### src/hdl/tekm_pkg.sv
// Types and constants shared by the terminal key and mouse decoder.
package tekm_pkg;

	typedef enum logic [4:0] {
		PH_IDLE = 5'b00001,
		PH_ESC  = 5'b00010,
		PH_CSI  = 5'b00100,
		PH_SGR  = 5'b01000,
		PH_X10  = 5'b10000
	} phase_t;

	localparam logic [3:0] EV_QUIT     = 4'd0;
	localparam logic [3:0] EV_DIGIT    = 4'd1;
	localparam logic [3:0] EV_DRIVER   = 4'd2;
	localparam logic [3:0] EV_CODRIVER = 4'd3;
	localparam logic [3:0] EV_LEFT     = 4'd4;
	localparam logic [3:0] EV_RIGHT    = 4'd5;
	localparam logic [3:0] EV_UP       = 4'd6;
	localparam logic [3:0] EV_DOWN     = 4'd7;
	localparam logic [3:0] EV_REFRESH  = 4'd8;
	localparam logic [3:0] EV_ENTER    = 4'd9;
	localparam logic [3:0] EV_CLICK    = 4'd10;

	// SGR number being parsed
	localparam logic [1:0] FLD_BTN  = 2'd0;
	localparam logic [1:0] FLD_COL  = 2'd1;
	localparam logic [1:0] FLD_ROW  = 2'd2;
	localparam logic [1:0] FLD_TAIL = 2'd3;

	typedef struct packed {
		phase_t     phase;
		logic [1:0] field;
		logic       seen;
		logic       mal;
		logic [1:0] x10_cnt;
	} ctl_t;

	typedef struct packed {
		logic [3:0]  event_kind;
		logic [7:0]  digit_char;
		logic [15:0] mouse_col;
		logic [15:0] mouse_row;
	} event_t;

	typedef struct packed {
		logic   hit;
		event_t ev;
	} key_t;

endpackage

### src/hdl/tekm_byte_if.sv
// Byte channel into the decoder.
interface tekm_byte_if;
	logic       valid;
	logic       ready;
	logic [7:0] in_byte;

	modport source (output valid, output in_byte, input ready);
	modport sink (input valid, input in_byte, output ready);
endinterface

### src/hdl/tekm_event_if.sv
// Event channel out of the decoder.
interface tekm_event_if;
	logic        valid;
	logic        ready;
	logic [3:0]  event_kind;
	logic [7:0]  digit_char;
	logic [15:0] mouse_col;
	logic [15:0] mouse_row;

	modport source (output valid, output event_kind, output digit_char,
		output mouse_col, output mouse_row, input ready);
	modport sink (input valid, input event_kind, input digit_char,
		input mouse_col, input mouse_row, output ready);
endinterface

### src/hdl/terminal_escape_key_mouse_decoder.sv
// Top level of the terminal key and mouse decoder.
//
// Usage:
//   term: one raw terminal byte per beat (valid/ready, in_byte).
//   evt:  one decoded event per beat (event_kind, digit_char, mouse_col,
//         mouse_row); columns and rows are zero-based, zero for non-clicks.
//   Bytes that complete no event (escape prefixes, mouse report bodies,
//   unmapped keys) give no beat on evt.
// Timing:
//   A byte is registered on acceptance and decoded from that register into
//   the event register, from which its event is offered. One byte is taken
//   every cycle while evt is not stalled; the rate is set by the single
//   decode stage between the byte register and the event register.
// Reset (arst_n low): parser back to idle, SGR numbers cleared, both
//   register stages emptied.
// Stall: while evt.ready is low a pending event holds; one more byte may sit
//   in the input register, after which term.ready drops until evt drains.
module terminal_escape_key_mouse_decoder #(
	parameter int COORD_BITS = 16
) (
	input logic          clk,
	input logic          arst_n,
	tekm_byte_if.sink    term,
	tekm_event_if.source evt
);

	logic                  valid_s1;
	logic [7:0]            in_byte_s1;
	logic                  valid_s2;
	tekm_pkg::event_t      res_s2;
	tekm_pkg::ctl_t        ctl_q;
	logic [COORD_BITS-1:0] btn_q;
	logic [COORD_BITS-1:0] col_q;
	logic [COORD_BITS-1:0] row_q;
	logic [7:0]            x10_btn_q;
	logic [7:0]            x10_col_q;

	tekm_pkg::ctl_t        ctl_nxt;
	logic [COORD_BITS-1:0] btn_nxt;
	logic [COORD_BITS-1:0] col_nxt;
	logic [COORD_BITS-1:0] row_nxt;
	logic [7:0]            x10_btn_nxt;
	logic [7:0]            x10_col_nxt;
	logic                  emit;
	tekm_pkg::event_t      res;
	logic                  adv;
	logic                  fire;

	assign adv        = !valid_s2 || evt.ready;
	assign fire       = valid_s1 && adv;
	assign term.ready = !valid_s1 || adv;

	tekm_step #(
		.COORD_BITS(COORD_BITS)
	) u_step (
		.in_byte     (in_byte_s1),
		.ctl         (ctl_q),
		.btn         (btn_q),
		.col         (col_q),
		.row         (row_q),
		.x10_btn     (x10_btn_q),
		.x10_col     (x10_col_q),
		.ctl_nxt     (ctl_nxt),
		.btn_nxt     (btn_nxt),
		.col_nxt     (col_nxt),
		.row_nxt     (row_nxt),
		.x10_btn_nxt (x10_btn_nxt),
		.x10_col_nxt (x10_col_nxt),
		.emit        (emit),
		.res         (res)
	);

	always_ff @(posedge clk or negedge arst_n) begin
		if (!arst_n) begin
			valid_s1 <= 1'b0;
			valid_s2 <= 1'b0;
			ctl_q    <= '{phase: tekm_pkg::PH_IDLE, field: tekm_pkg::FLD_BTN,
				seen: 1'b0, mal: 1'b0, x10_cnt: 2'd0};
			btn_q    <= '0;
			col_q    <= '0;
			row_q    <= '0;
		end else begin
			if (term.ready) begin
				valid_s1 <= term.valid;
			end
			if (adv) begin
				valid_s2 <= fire && emit;
			end
			if (fire) begin
				ctl_q <= ctl_nxt;
				btn_q <= btn_nxt;
				col_q <= col_nxt;
				row_q <= row_nxt;
			end
		end
	end

	always_ff @(posedge clk) begin
		if (term.ready && term.valid) begin
			in_byte_s1 <= term.in_byte;
		end
		if (fire) begin
			x10_btn_q <= x10_btn_nxt;
			x10_col_q <= x10_col_nxt;
		end
		if (fire && emit) begin
			res_s2 <= res;
		end
	end

	assign evt.valid      = valid_s2;
	assign evt.event_kind = res_s2.event_kind;
	assign evt.digit_char = res_s2.digit_char;
	assign evt.mouse_col  = res_s2.mouse_col;
	assign evt.mouse_row  = res_s2.mouse_row;

`ifndef SYNTHESIS
	a_new_event_needs_byte: assert property (@(posedge clk) disable iff (!arst_n)
		(valid_s2 && !$past(valid_s2)) |-> $past(valid_s1))
		else $error("event appeared without a decoded byte");

	a_coords_only_on_click: assert property (@(posedge clk) disable iff (!arst_n)
		(valid_s2 && res_s2.event_kind != tekm_pkg::EV_CLICK)
		|-> (res_s2.mouse_col == 16'd0 && res_s2.mouse_row == 16'd0))
		else $error("non-click event carries coordinates");

	a_char_only_on_digit: assert property (@(posedge clk) disable iff (!arst_n)
		(valid_s2 && res_s2.event_kind != tekm_pkg::EV_DIGIT)
		|-> res_s2.digit_char == 8'd0)
		else $error("non-digit event carries a character");

	a_x10_count_bound: assert property (@(posedge clk) disable iff (!arst_n)
		ctl_q.x10_cnt != 2'd3)
		else $error("X10 byte count out of range");

	a_stall_holds_state: assert property (@(posedge clk) disable iff (!arst_n)
		(valid_s2 && !evt.ready) |=> $stable(ctl_q))
		else $error("parser advanced while result stalled");
`endif

endmodule

### src/hdl/tekm_step.sv
// Next-state and event logic for one received byte.
module tekm_step #(
	parameter int COORD_BITS = 16
) (
	input  logic [7:0]            in_byte,
	input  tekm_pkg::ctl_t        ctl,
	input  logic [COORD_BITS-1:0] btn,
	input  logic [COORD_BITS-1:0] col,
	input  logic [COORD_BITS-1:0] row,
	input  logic [7:0]            x10_btn,
	input  logic [7:0]            x10_col,
	output tekm_pkg::ctl_t        ctl_nxt,
	output logic [COORD_BITS-1:0] btn_nxt,
	output logic [COORD_BITS-1:0] col_nxt,
	output logic [COORD_BITS-1:0] row_nxt,
	output logic [7:0]            x10_btn_nxt,
	output logic [7:0]            x10_col_nxt,
	output logic                  emit,
	output tekm_pkg::event_t      res
);

	localparam int CW = (COORD_BITS > 16) ? COORD_BITS : 16;

	localparam logic [7:0] CH_ESC  = 8'h1B;
	localparam logic [7:0] CH_LF   = 8'h0A;
	localparam logic [7:0] CH_CR   = 8'h0D;
	localparam logic [7:0] CH_LBR  = 8'h5B;
	localparam logic [7:0] CH_LT   = 8'h3C;
	localparam logic [7:0] CH_SEMI = 8'h3B;
	localparam logic [7:0] CH_0    = 8'h30;
	localparam logic [7:0] CH_9    = 8'h39;
	localparam logic [7:0] CH_PLUS = 8'h2B;
	localparam logic [7:0] CH_MIN  = 8'h2D;
	localparam logic [7:0] CH_UA   = 8'h41;
	localparam logic [7:0] CH_UB   = 8'h42;
	localparam logic [7:0] CH_UC   = 8'h43;
	localparam logic [7:0] CH_UD   = 8'h44;
	localparam logic [7:0] CH_UM   = 8'h4D;
	localparam logic [7:0] CH_UZ   = 8'h5A;
	localparam logic [7:0] CH_LM   = 8'h6D;
	localparam logic [7:0] CH_C    = 8'h63;
	localparam logic [7:0] CH_D    = 8'h64;
	localparam logic [7:0] CH_H    = 8'h68;
	localparam logic [7:0] CH_J    = 8'h6A;
	localparam logic [7:0] CH_K    = 8'h6B;
	localparam logic [7:0] CH_L    = 8'h6C;
	localparam logic [7:0] CH_Q    = 8'h71;
	localparam logic [7:0] CH_R    = 8'h72;
	localparam logic [7:0] X10_OFS = 8'd33;

	function automatic tekm_pkg::key_t plain_key(input logic [7:0] b);
		logic [7:0]     lc;
		tekm_pkg::key_t k;
		lc = (b >= CH_UA && b <= CH_UZ) ? (b | 8'h20) : b;
		k = '0;
		k.hit = 1'b1;
		if (lc == CH_Q)
			k.ev.event_kind = tekm_pkg::EV_QUIT;
		else if ((b >= CH_0 && b <= CH_9) || b == CH_PLUS || b == CH_MIN) begin
			k.ev.event_kind = tekm_pkg::EV_DIGIT;
			k.ev.digit_char = b;
		end else if (lc == CH_D)
			k.ev.event_kind = tekm_pkg::EV_DRIVER;
		else if (lc == CH_C)
			k.ev.event_kind = tekm_pkg::EV_CODRIVER;
		else if (lc == CH_H)
			k.ev.event_kind = tekm_pkg::EV_LEFT;
		else if (lc == CH_L)
			k.ev.event_kind = tekm_pkg::EV_RIGHT;
		else if (lc == CH_K)
			k.ev.event_kind = tekm_pkg::EV_UP;
		else if (lc == CH_J)
			k.ev.event_kind = tekm_pkg::EV_DOWN;
		else if (lc == CH_R)
			k.ev.event_kind = tekm_pkg::EV_REFRESH;
		else if (b == CH_LF || b == CH_CR)
			k.ev.event_kind = tekm_pkg::EV_ENTER;
		else
			k.hit = 1'b0;
		return k;
	endfunction

	logic                  digit;
	logic                  plain;
	logic                  sgr_ok;
	logic [COORD_BITS-1:0] acc_sel;
	logic [COORD_BITS+3:0] acc_x10;
	logic [COORD_BITS-1:0] acc_sat;
	logic [COORD_BITS-1:0] col_m1;
	logic [COORD_BITS-1:0] row_m1;
	logic [CW-1:0]         col_w;
	logic [CW-1:0]         row_w;
	logic [7:0]            x10_c;
	logic [7:0]            x10_r;
	tekm_pkg::key_t        pk;

	assign digit = (in_byte >= CH_0) && (in_byte <= CH_9);

	// decimal accumulate with saturation, on the number being parsed
	always_comb begin
		case (ctl.field)
			tekm_pkg::FLD_BTN: acc_sel = btn;
			tekm_pkg::FLD_COL: acc_sel = col;
			default:           acc_sel = row;
		endcase
		acc_x10 = ({4'b0, acc_sel} << 3) + ({4'b0, acc_sel} << 1)
			+ (COORD_BITS+4)'(in_byte - CH_0);
		acc_sat = (acc_x10[COORD_BITS+3:COORD_BITS] != 4'd0) ? '1
			: acc_x10[COORD_BITS-1:0];
	end

	assign sgr_ok = !ctl.mal && (ctl.field == tekm_pkg::FLD_TAIL
		|| (ctl.field == tekm_pkg::FLD_ROW && ctl.seen))
		&& !btn[0] && !btn[1] && !btn[5] && !btn[6];

	assign col_m1 = (col == '0) ? '0 : col - 1'b1;
	assign row_m1 = (row == '0) ? '0 : row - 1'b1;
	assign col_w  = CW'(col_m1);
	assign row_w  = CW'(row_m1);
	assign x10_c  = (x10_col > X10_OFS) ? x10_col - X10_OFS : 8'd0;
	assign x10_r  = (in_byte > X10_OFS) ? in_byte - X10_OFS : 8'd0;
	assign pk     = plain_key(in_byte);

	always_comb begin
		ctl_nxt     = ctl;
		btn_nxt     = btn;
		col_nxt     = col;
		row_nxt     = row;
		x10_btn_nxt = x10_btn;
		x10_col_nxt = x10_col;
		emit        = 1'b0;
		res         = '0;
		plain       = 1'b0;
		unique case (ctl.phase)
			tekm_pkg::PH_ESC: begin
				if (in_byte == CH_LBR) begin
					ctl_nxt.phase = tekm_pkg::PH_CSI;
				end else begin
					ctl_nxt.phase = tekm_pkg::PH_IDLE;
					plain = 1'b1;
				end
			end
			tekm_pkg::PH_CSI: begin
				ctl_nxt.phase = tekm_pkg::PH_IDLE;
				case (in_byte)
					CH_UA: begin
						emit = 1'b1;
						res.event_kind = tekm_pkg::EV_UP;
					end
					CH_UB: begin
						emit = 1'b1;
						res.event_kind = tekm_pkg::EV_DOWN;
					end
					CH_UC: begin
						emit = 1'b1;
						res.event_kind = tekm_pkg::EV_RIGHT;
					end
					CH_UD: begin
						emit = 1'b1;
						res.event_kind = tekm_pkg::EV_LEFT;
					end
					CH_LT: begin
						ctl_nxt.phase = tekm_pkg::PH_SGR;
						ctl_nxt.field = tekm_pkg::FLD_BTN;
						ctl_nxt.seen  = 1'b0;
						ctl_nxt.mal   = 1'b0;
						btn_nxt = '0;
						col_nxt = '0;
						row_nxt = '0;
					end
					CH_UM: begin
						ctl_nxt.phase   = tekm_pkg::PH_X10;
						ctl_nxt.x10_cnt = 2'd0;
					end
					default: plain = 1'b1;
				endcase
			end
			tekm_pkg::PH_SGR: begin
				if (in_byte == CH_LM || in_byte == CH_UM) begin
					ctl_nxt.phase = tekm_pkg::PH_IDLE;
					ctl_nxt.field = tekm_pkg::FLD_BTN;
					ctl_nxt.seen  = 1'b0;
					ctl_nxt.mal   = 1'b0;
					btn_nxt = '0;
					col_nxt = '0;
					row_nxt = '0;
					if (sgr_ok) begin
						emit = 1'b1;
						res.event_kind = tekm_pkg::EV_CLICK;
						res.mouse_col  = col_w[15:0];
						res.mouse_row  = row_w[15:0];
					end
				end else if (!ctl.mal && ctl.field != tekm_pkg::FLD_TAIL) begin
					if (digit) begin
						case (ctl.field)
							tekm_pkg::FLD_BTN: btn_nxt = acc_sat;
							tekm_pkg::FLD_COL: col_nxt = acc_sat;
							default:           row_nxt = acc_sat;
						endcase
						ctl_nxt.seen = 1'b1;
					end else if (!ctl.seen) begin
						ctl_nxt.mal = 1'b1;
					end else if (ctl.field == tekm_pkg::FLD_ROW) begin
						ctl_nxt.field = tekm_pkg::FLD_TAIL;
					end else if (in_byte == CH_SEMI) begin
						ctl_nxt.field = ctl.field + 2'd1;
						ctl_nxt.seen  = 1'b0;
					end else begin
						ctl_nxt.mal = 1'b1;
					end
				end
			end
			tekm_pkg::PH_X10: begin
				case (ctl.x10_cnt)
					2'd0: begin
						x10_btn_nxt     = in_byte;
						ctl_nxt.x10_cnt = 2'd1;
					end
					2'd1: begin
						x10_col_nxt     = in_byte;
						ctl_nxt.x10_cnt = 2'd2;
					end
					default: begin
						ctl_nxt.x10_cnt = 2'd0;
						ctl_nxt.phase   = tekm_pkg::PH_IDLE;
						if (!x10_btn[6]) begin
							emit = 1'b1;
							res.event_kind = tekm_pkg::EV_CLICK;
							res.mouse_col  = {8'd0, x10_c};
							res.mouse_row  = {8'd0, x10_r};
						end
					end
				endcase
			end
			default: begin
				ctl_nxt.phase = tekm_pkg::PH_IDLE;
				plain = 1'b1;
			end
		endcase
		if (plain) begin
			if (in_byte == CH_ESC) begin
				ctl_nxt.phase = tekm_pkg::PH_ESC;
			end else begin
				emit = pk.hit;
				res  = pk.hit ? pk.ev : '0;
			end
		end
	end

endmodule

### src/flat_wrapper.sv
// flat-port wrapper written by rule: the top's interface ports become plain ports
module terminal_escape_key_mouse_decoder_flat 
#(
	parameter int COORD_BITS = 16
)
  (clk, arst_n, term_valid, term_in_byte, term_ready, evt_valid, evt_event_kind, evt_digit_char, evt_mouse_col, evt_mouse_row, evt_ready);
  tekm_byte_if term_i ();
  tekm_event_if evt_i ();
  input logic clk;
  input logic arst_n;
  input wire logic [$bits(term_i.valid)-1:0] term_valid;
  input wire logic [$bits(term_i.in_byte)-1:0] term_in_byte;
  output wire logic [$bits(term_i.ready)-1:0] term_ready;
  output wire logic [$bits(evt_i.valid)-1:0] evt_valid;
  output wire logic [$bits(evt_i.event_kind)-1:0] evt_event_kind;
  output wire logic [$bits(evt_i.digit_char)-1:0] evt_digit_char;
  output wire logic [$bits(evt_i.mouse_col)-1:0] evt_mouse_col;
  output wire logic [$bits(evt_i.mouse_row)-1:0] evt_mouse_row;
  input wire logic [$bits(evt_i.ready)-1:0] evt_ready;
  assign term_i.valid = term_valid;
  assign term_i.in_byte = term_in_byte;
  assign term_ready = term_i.ready;
  assign evt_valid = evt_i.valid;
  assign evt_event_kind = evt_i.event_kind;
  assign evt_digit_char = evt_i.digit_char;
  assign evt_mouse_col = evt_i.mouse_col;
  assign evt_mouse_row = evt_i.mouse_row;
  assign evt_i.ready = evt_ready;
  terminal_escape_key_mouse_decoder #(.COORD_BITS(COORD_BITS)) u_core (.clk(clk), .arst_n(arst_n), .term(term_i), .evt(evt_i));
endmodule
### config.mk
export PLATFORM = sky130hd
export DESIGN_NAME = terminal_escape_key_mouse_decoder_flat
export DESIGN_NICKNAME = d
export VERILOG_FILES = /design/src/hdl/tekm_pkg.sv /design/src/hdl/tekm_byte_if.sv /design/src/hdl/tekm_event_if.sv /design/src/hdl/terminal_escape_key_mouse_decoder.sv /design/src/hdl/tekm_step.sv /design/src/flat_wrapper.sv
export SDC_FILE = /design/constraint.sdc
export NUM_CORES = 1
export LEC_CHECK = 0
export ABC_CLOCK_PERIOD_IN_PS = 4100
export BUFFER_PORTS_ARGS = -buffer_cell sky130_fd_sc_hd__buf_2
export CORE_UTILIZATION = 35
export CTS_BUF_LIST = sky130_fd_sc_hd__clkbuf_16
export CTS_CLUSTER_DIAMETER = 150
export DETAILED_ROUTE_END_ITERATION = 6
export HOLD_SLACK_MARGIN = 0.06
export SKIP_LAST_GASP = 1
export SLEW_MARGIN = 5
export SYNTH_ARGS = -nofsm -noshare
export SYNTH_HDL_FRONTEND = slang
export SYNTH_SLANG_ARGS = --single-unit
### constraint.sdc
create_clock -name clk -period 4.1 [get_ports clk]
set_clock_uncertainty 0.15 [all_clocks]
set_input_delay 0.41 -clock clk [delete_from_list [all_inputs] [get_ports clk]]
set_output_delay 0.41 -clock clk [all_outputs]
set_load 0.005 [all_outputs]
==> results of run 1 <==
-- layout make-up --
cell class              instances  area, um^2
fillers                      2016       11800
multi-input cells             578        4220
flip-flops and latches        122        3360
repair buffers                161        1210
clock buffers                  17         425
well taps                     280         350
inverters                      51         191
clock inverters                15         189
-- where the power goes --
group	switching [mW]	leakage (nW)	total [mW]	internal, mW
clock network	0.598	0.284	1.56	0.966
logic	0.187	2.80	0.315	0.128
registers	0.00812	1.48	1.31	1.30
-- synth_stat cells, drive strengths merged (4+ instances only) --
cell / number
nand2: 47
a211oi: 5
a31oi: 50
fa: 15
o22ai: 19
nor2: 50
dfrtp: 60
a21oi: 45
xor2: 15
a22oi: 7
buf: 23
a21o: 9
ha: 38
clkbuf: 21
o211ai: 8
nor4: 11
o21a: 10
nand3: 9
xnor2: 37
nor3: 32
nor2b: 5
o31ai: 6
edfxtp: 61
a211o: 4
nand3b: 4
and3: 5
nand2b: 10
inv: 51
or4: 5
o21ai: 73
a22o: 11
or3: 9
-- path summary, 6_finish.rpt --
check / startpoint / end / slack [ns]
min reg2reg: u_core.ctl_q[0] / u_core.ctl_q[0] / 0.37
min: evt_ready / u_core.valid_s1 / 0.16
min in group asynchronous: arst_n / u_core.ctl_q[9] / 0.51
max reg2reg: u_core.ctl_q[4] / u_core.col_q[7] / -0.009
max: u_core.ctl_q[4] / u_core.col_q[7] / -0.009
max in group asynchronous: arst_n / u_core.col_q[6] / 2.42
-- flip-flops by register name (all words and copies together) (netlist names) --
name                   cells
u_core.evt.mouse_row      16
u_core.x10_col_q           8
u_core.btn_q              16
u_core.x10_btn_q           1
u_core.evt.mouse_col      16
u_core.col_q              16
u_core.evt.digit_char      8
u_core.valid_s1            1
u_core.row_q              16
u_core.evt.event_kind      4
u_core.in_byte_s1          8
u_core.evt.valid           1
u_core.ctl_q              11
-- critical path, delay by kind of cell, from the launching register on --
kind,cells,cell delay [ns]
XOR/XNOR,1,0.19
AO/OA/AOI/OAI,6,1.34
adder cells (fa/ha/maj),3,1.00
AND/OR/NAND/NOR,2,0.25
flip-flops,1,0.42
buffers and inverters,4,0.57
-- logic make-up after synthesis --
kind of cell	Yosys count	synth area share
xor gates and xnor gates	52	0.0588
DFF	122	0.434
adders and majority gates	53	0.100
buffers and inverters	95	0.0517
other	1	0.000484
AOI/OAI and AO/OA	267	0.219
muxes	1	0.00129
and+or+nand+nor	203	0.135
-- what timing repair did --
action / 4_1_cts / 5_1_grt
endpoints found under the hold margin: 47 / 0
setup endpoints to repair: 48 / 48
cloned: 1 / 5
setup buffers: 2 / 5
pin swaps: 4 / 18
hold buffers: 10 / 0
resized for setup: 21 / 23
-- routing by layer --
layer	routed length (um)	global-route usage
met5	0	0
met4	394	0.0680
met3	940	0.0232
met2	9940	0.299
met1	9690	0.257
-- per-stage QoR --
| step | instances | setup WS [ns] |
|---|---|---|
| after global routing | 1224 | -0.229 |
| after floorplan | 795 | 0.0198 |
| after CTS | 1215 | 0.00482 |
| final | 1224 | -0.00925 |
| after detailed placement | 1170 | -0.163 |
| after global placement | 1170 | -0.160 |
==> impl_results.md, run 1 <==
- Number of synthesized flops with an enable pin: 61
- Proportion of layout cells with a drive suffix above 1: 0.248
- Pwr/cell area: 320 nW/um^2
- Synth Register Bits: 122
- Mapped Cells: 794
- Ys flop type: edfxtp_1
- H-tree level count: 4
- Initial DRC Count: 542
- Largest net degree at the start of global routing: 49
- Number of global-route vias before repair: 6,388
- R2r worst-path depth: 16
- Global-route wire length before repair: 32.8 mm
- # IOs: 58
- Top-area cell type share of the netlist area: 0.236
- CTS max path bufs: 2
- Root Driver: clkbuf_16
- # rows: 54
- GPL Wtd Cong: 0.880
- Max Slew Vio Count: 0
- Peak supply drop: 0.298 mV
- WL final: 21.0 mm
- Relative slew slack: 0.238
- Commonest cells after routing, fill and taps aside: 81 x buf_4, 66 x o21ai_0, 61 x edfxtp_1
- IO Port Bufs: 57
- Initial antenna violation count: 0
- Final Core Density: 0.457
- Hpwl dp: 14.6 mm
- Worst hold stages: 3
- Fmax: 243 MHz
- Ys Warns: 0
- Area contributors post-synth: edfxtp_1 24%, dfrtp_1 19%, ha_1 6.1%, o21ai_0 4.3%, xnor2_1 4.2%
- Design area: 9950 um^2
- Total track usage: 0.186
- Biggest area consumer among synthesized cells: edfxtp_1
- Fin Hold WS: 0.159 ns
- Element type at the critical path start: flop
- Die area: 22,700 um^2
- Net count reported at finish: 996
- Synth cell types: 67
- Leakage: 4.57 nW
- RSZ-0062 raised after global routing: true
- CP max FO: 7
- Area post-placement: 8860 um^2
- Pre-Repair DR Iteration Count: 5
- Total gr overflow: 0
- Syn avg cell area: 9.76 um^2
- Drt drc: 0
- Routed Antenna Nets: 0
- Period utilization: 1.00
- Worst Tran Pin Value: 1.14 ns
- DR WL/cell: 17.1 um
- Max stage delay on crit path: 0.51 ns
- Power, Total: 3.19 mW
- Clk Latency, worst-skew pair: 0.42 ns
- Vias: 6,802
- Antenna Diode Count: 0
- Die Wd: 151 um
- Asr flop ratio synth: 0.500
- CP cell instances: inv_2, ha_4, buf_4, a22oi_1, nand2_4, fa_1, ha_1, a211o_1, o211ai_1, a2111oi_2, buf_4, nor3_2, xor2_1, o311a_4, clkbuf_16, a31oi_1
- CP Class: flop to flop
- Seq/Total Area, Yosys: 0.434
- Crit. End Element: flop
- Data required time at the worst endpoint: 4.22 ns
- Initial Util: 0.356
- Post-Syn Area: 7750 um^2
- Hold WC Path Type: input port to flop
- Commonest non-fill, non-tap cell in the layout: buf_4
- Status: finished with violations
- Worst-path clk slew: 0.06 ns
- Hold Fails Final Rpt: 0
- Setup Viol. Count Final: 1
- Setup ws final: -0.00925 ns
- Slowest CP cell: fa_1
- CTS tree: done
- P&R area growth vs syn: 28.4%
- Num CTS Buffers: 17
- Max-Cap Viols: 0
- Most frequent cell on the critical path: buf_4
- Die H: 151 um
- Vias per cell: 5.56
- Clk sinks: 122
- Worst EP arrival: 4.23 ns
- Clock period minus worst slack: 4.11 ns
- Core ar.: 21,800 um^2
- Violated checks: negative setup slack
- Setup TNS: -0.00925 ns
Note: power is estimated with default switching activity, not from simulation.
==> inputs of run 2 (changes only) <==
--- a/config.mk
+++ b/config.mk
@@ -8,5 +8,5 @@
 export ABC_CLOCK_PERIOD_IN_PS = 4100
 export BUFFER_PORTS_ARGS = -buffer_cell sky130_fd_sc_hd__buf_2
-export CORE_UTILIZATION = 35
+export CORE_UTILIZATION = 45
 export CTS_BUF_LIST = sky130_fd_sc_hd__clkbuf_16
 export CTS_CLUSTER_DIAMETER = 150
==> constraint.sdc (replaced) <==
create_clock -name clk -period 4.1 [get_ports clk]
set_clock_uncertainty 0.15 [all_clocks]
set_input_delay 0.41 -clock clk [delete_from_list [all_inputs] [get_ports clk]]
set_output_delay 0.41 -clock clk [all_outputs]
set_load 0.1 [all_outputs]
==> impl_results.md, run 2 (synthesis results as in run 1) <==
- Status: finished with violations
- Violated checks: negative setup slack
- Die Wd: 133 um (-12%)
- Num CTS Buffers: 17 (unchanged)
- Die H: 133 um (-12%)
- Worst Tran Pin Value: 1.13 ns (-0.0123 ns)
- Pre-Repair DR Iteration Count: 6 (+1)
- Antenna Diode Count: 0 (unchanged)
- Max-Cap Viols: 0 (unchanged)
- Global-route wire length before repair: 32.7 mm (-0.15%)
- DR WL/cell: 17.8 um (+3.7%)
- Total track usage: 0.234 (+0.0476)
- Clk sinks: 122 (unchanged)
- Hold Fails Final Rpt: 0 (unchanged)
- Number of global-route vias before repair: 6,240 (-2.3%)
- Total gr overflow: 0 (unchanged)
- # IOs: 58 (unchanged)
- IO Port Bufs: 57 (unchanged)
- Net count reported at finish: 977 (-1.9%)
- R2r worst-path depth: 15 (-1)
- CTS tree: done
- H-tree level count: 4 (unchanged)
- Fin cells: 1,145 (-6.5%)
- Worst hold stages: 3 (unchanged)
- Data required time at the worst endpoint: 4.22 ns (about the same)
- Core ar.: 16,700 um^2 (-23%)
- Root Driver: clkbuf_16
- Slowest CP cell: fa_1
- Max Slew Vio Count: 0 (unchanged)
- Vias per cell: 5.81 (+4.6%)
- Multi-input gate area: 4190 um^2 (-0.59%)
- Initial DRC Count: 736 (+36%)
- Hold path startpoint: evt_ready
- # rows: 47 (-13%)
- CTS max path bufs: 2 (unchanged)
- Element type at the critical path start: flop
- Leakage: 4.44 nW (-2.8%)
- WL final: 20.3 mm (-2.9%)
- Commonest non-fill, non-tap cell in the layout: buf_4
- Initial antenna violation count: 0 (unchanged)
- Worst r2r src: u_core.ctl_q[5]
- Period utilization: 1.00 (+0.00177)
- Largest net degree at the start of global routing: 49 (unchanged)
- Drt drc: 0 (unchanged)
- Hold EP: u_core.evt.valid
- RSZ-0062 raised after global routing: true
- P&R area growth vs syn: 22.8%
- Inst Count DP: 1,096 (-6.3%)
- Hpwl dp: 14.7 mm (+0.47%)
- Setup Viol. Count Final: 6 (+5)
- Vias: 6,653 (-2.2%)
- Initial Util: 0.464 (+0.108)
- Worst-path clk slew: 0.05 ns (about the same)
- Routed Antenna Nets: 0 (unchanged)
- Die area: 17,700 um^2 (-22%)
- CP max FO: 24 (+17)
- Clk Latency, worst-skew pair: 0.41 ns (about the same)
- Setup TNS: -0.0395 ns (-0.0303 ns)
- Pwr/cell area: 300 nW/um^2 (-6.5%)
- Reg-to-reg endpoint: u_core.row_q[9]
- Proportion of layout cells with a drive suffix above 1: 0.213 (-0.0349)
- CP Class: flop to flop
- Register area: 3360 um^2 (unchanged)
- CP cell instances: inv_1, ha_2, buf_12, a22o_1, a21o_1, fa_1, ha_1, a211o_1, o211ai_1, a211oi_2, a21o_1, a311oi_2, o311a_4, buf_12, a31oi_1
- Reg-to-reg setup timing slack: -0.02 ns (about the same)
- Clock period minus worst slack: 4.12 ns (+0.00725 ns)
- Setup ws final: -0.0165 ns (-0.00725 ns)
- Fmax: 243 MHz (-0.18%)
- Worst EP arrival: 4.24 ns (about the same)
- GPL Wtd Cong: 0.879 (-0.16%)
- Crit. End Element: flop
- Fill count: 1,451 (-28%)
- Commonest cells after routing, fill and taps aside: 70 x buf_4, 66 x o21ai_0, 61 x edfxtp_1
- Peak supply drop: 0.251 mV (-16%)
- Max stage delay on crit path: 0.53 ns (+0.02 ns)
- Hold WC Path Type: input port to flop
- Relative slew slack: 0.246 (+0.00824)
==> run 2: power breakdown <==
part | switching, mW | leakage [nW] | internal, mW
clock network | 0.497 | 0.269 | 0.738
logic | 0.205 | 2.68 | 0.101
registers | 0.00894 | 1.48 | 1.30
total | 0.712 | 4.44 | 2.14
==> run 2: repair_timing <==
action                                  4_1_cts  5_1_grt
gates cloned                                  1        0
hold endpoints to repair                     32        0
resized for setup                            11       19
buffers inserted                              4        2
endpoints found under the setup margin       48       92
hold buffers                                 10        0
pin swaps                                     5        7
==> run 2: routing by layer <==
layer	GRT usage	share of wire
met5	0	0
met4	0.0511	0.0081
met2	0.355	0.45
met1	0.344	0.46
met3	0.0479	0.080
==> run 2: worst max-delay path by stage <==
stage,start,cells after the start,endpoint
4_1_cts,u_core.ctl_q[5],15,u_core.col_q[3]
6_report,u_core.ctl_q[5],15,u_core.row_q[9]
2_1_floorplan,u_core.ctl_q[4],18,u_core.row_q[5]
5_1_grt,u_core.ctl_q[5],15,u_core.col_q[7]
3_3_place_gp,u_core.ctl_q[4],14,u_core.row_q[1]
3_5_place_dp,u_core.ctl_q[4],16,u_core.col_q[3]
==> run 2: critical path: cells and delay by family (launching register included) <==
family	cells	cell delay, ns
AO/OA/AOI/OAI	9	1.95
flip-flops	1	0.34
buffers and inverters	3	0.43
adder cells (fa/ha/maj)	3	1.08
==> run 2: stage by stage <==
step	total power [mW]	worst slack (ns)	cell area [um^2]	utilization	hold WS, ns
2_1_floorplan	1.51	0.0198	7800	-	-0.0356
3_3_place_gp	1.60	0.000544	8680	0.520	0.250
3_5_place_dp	1.60	-0.165	8680	0.520	0.267
4_1_cts	2.86	-0.0523	9390	0.562	0.141
5_1_grt	2.94	-0.134	9520	0.570	0.194
6_report	2.85	-0.0165	9520	0.570	0.147
==> run 2: layout make-up <==
class | count | share of cell area
Multi-Input combinational cell | 578 | 0.440
Sequential cell | 122 | 0.353
Timing Repair Buffer | 142 | 0.106
Clock buffer | 17 | 0.0447
Tap cell | 220 | 0.0289
Inverter | 51 | 0.0201
Clock inverter | 15 | 0.00631
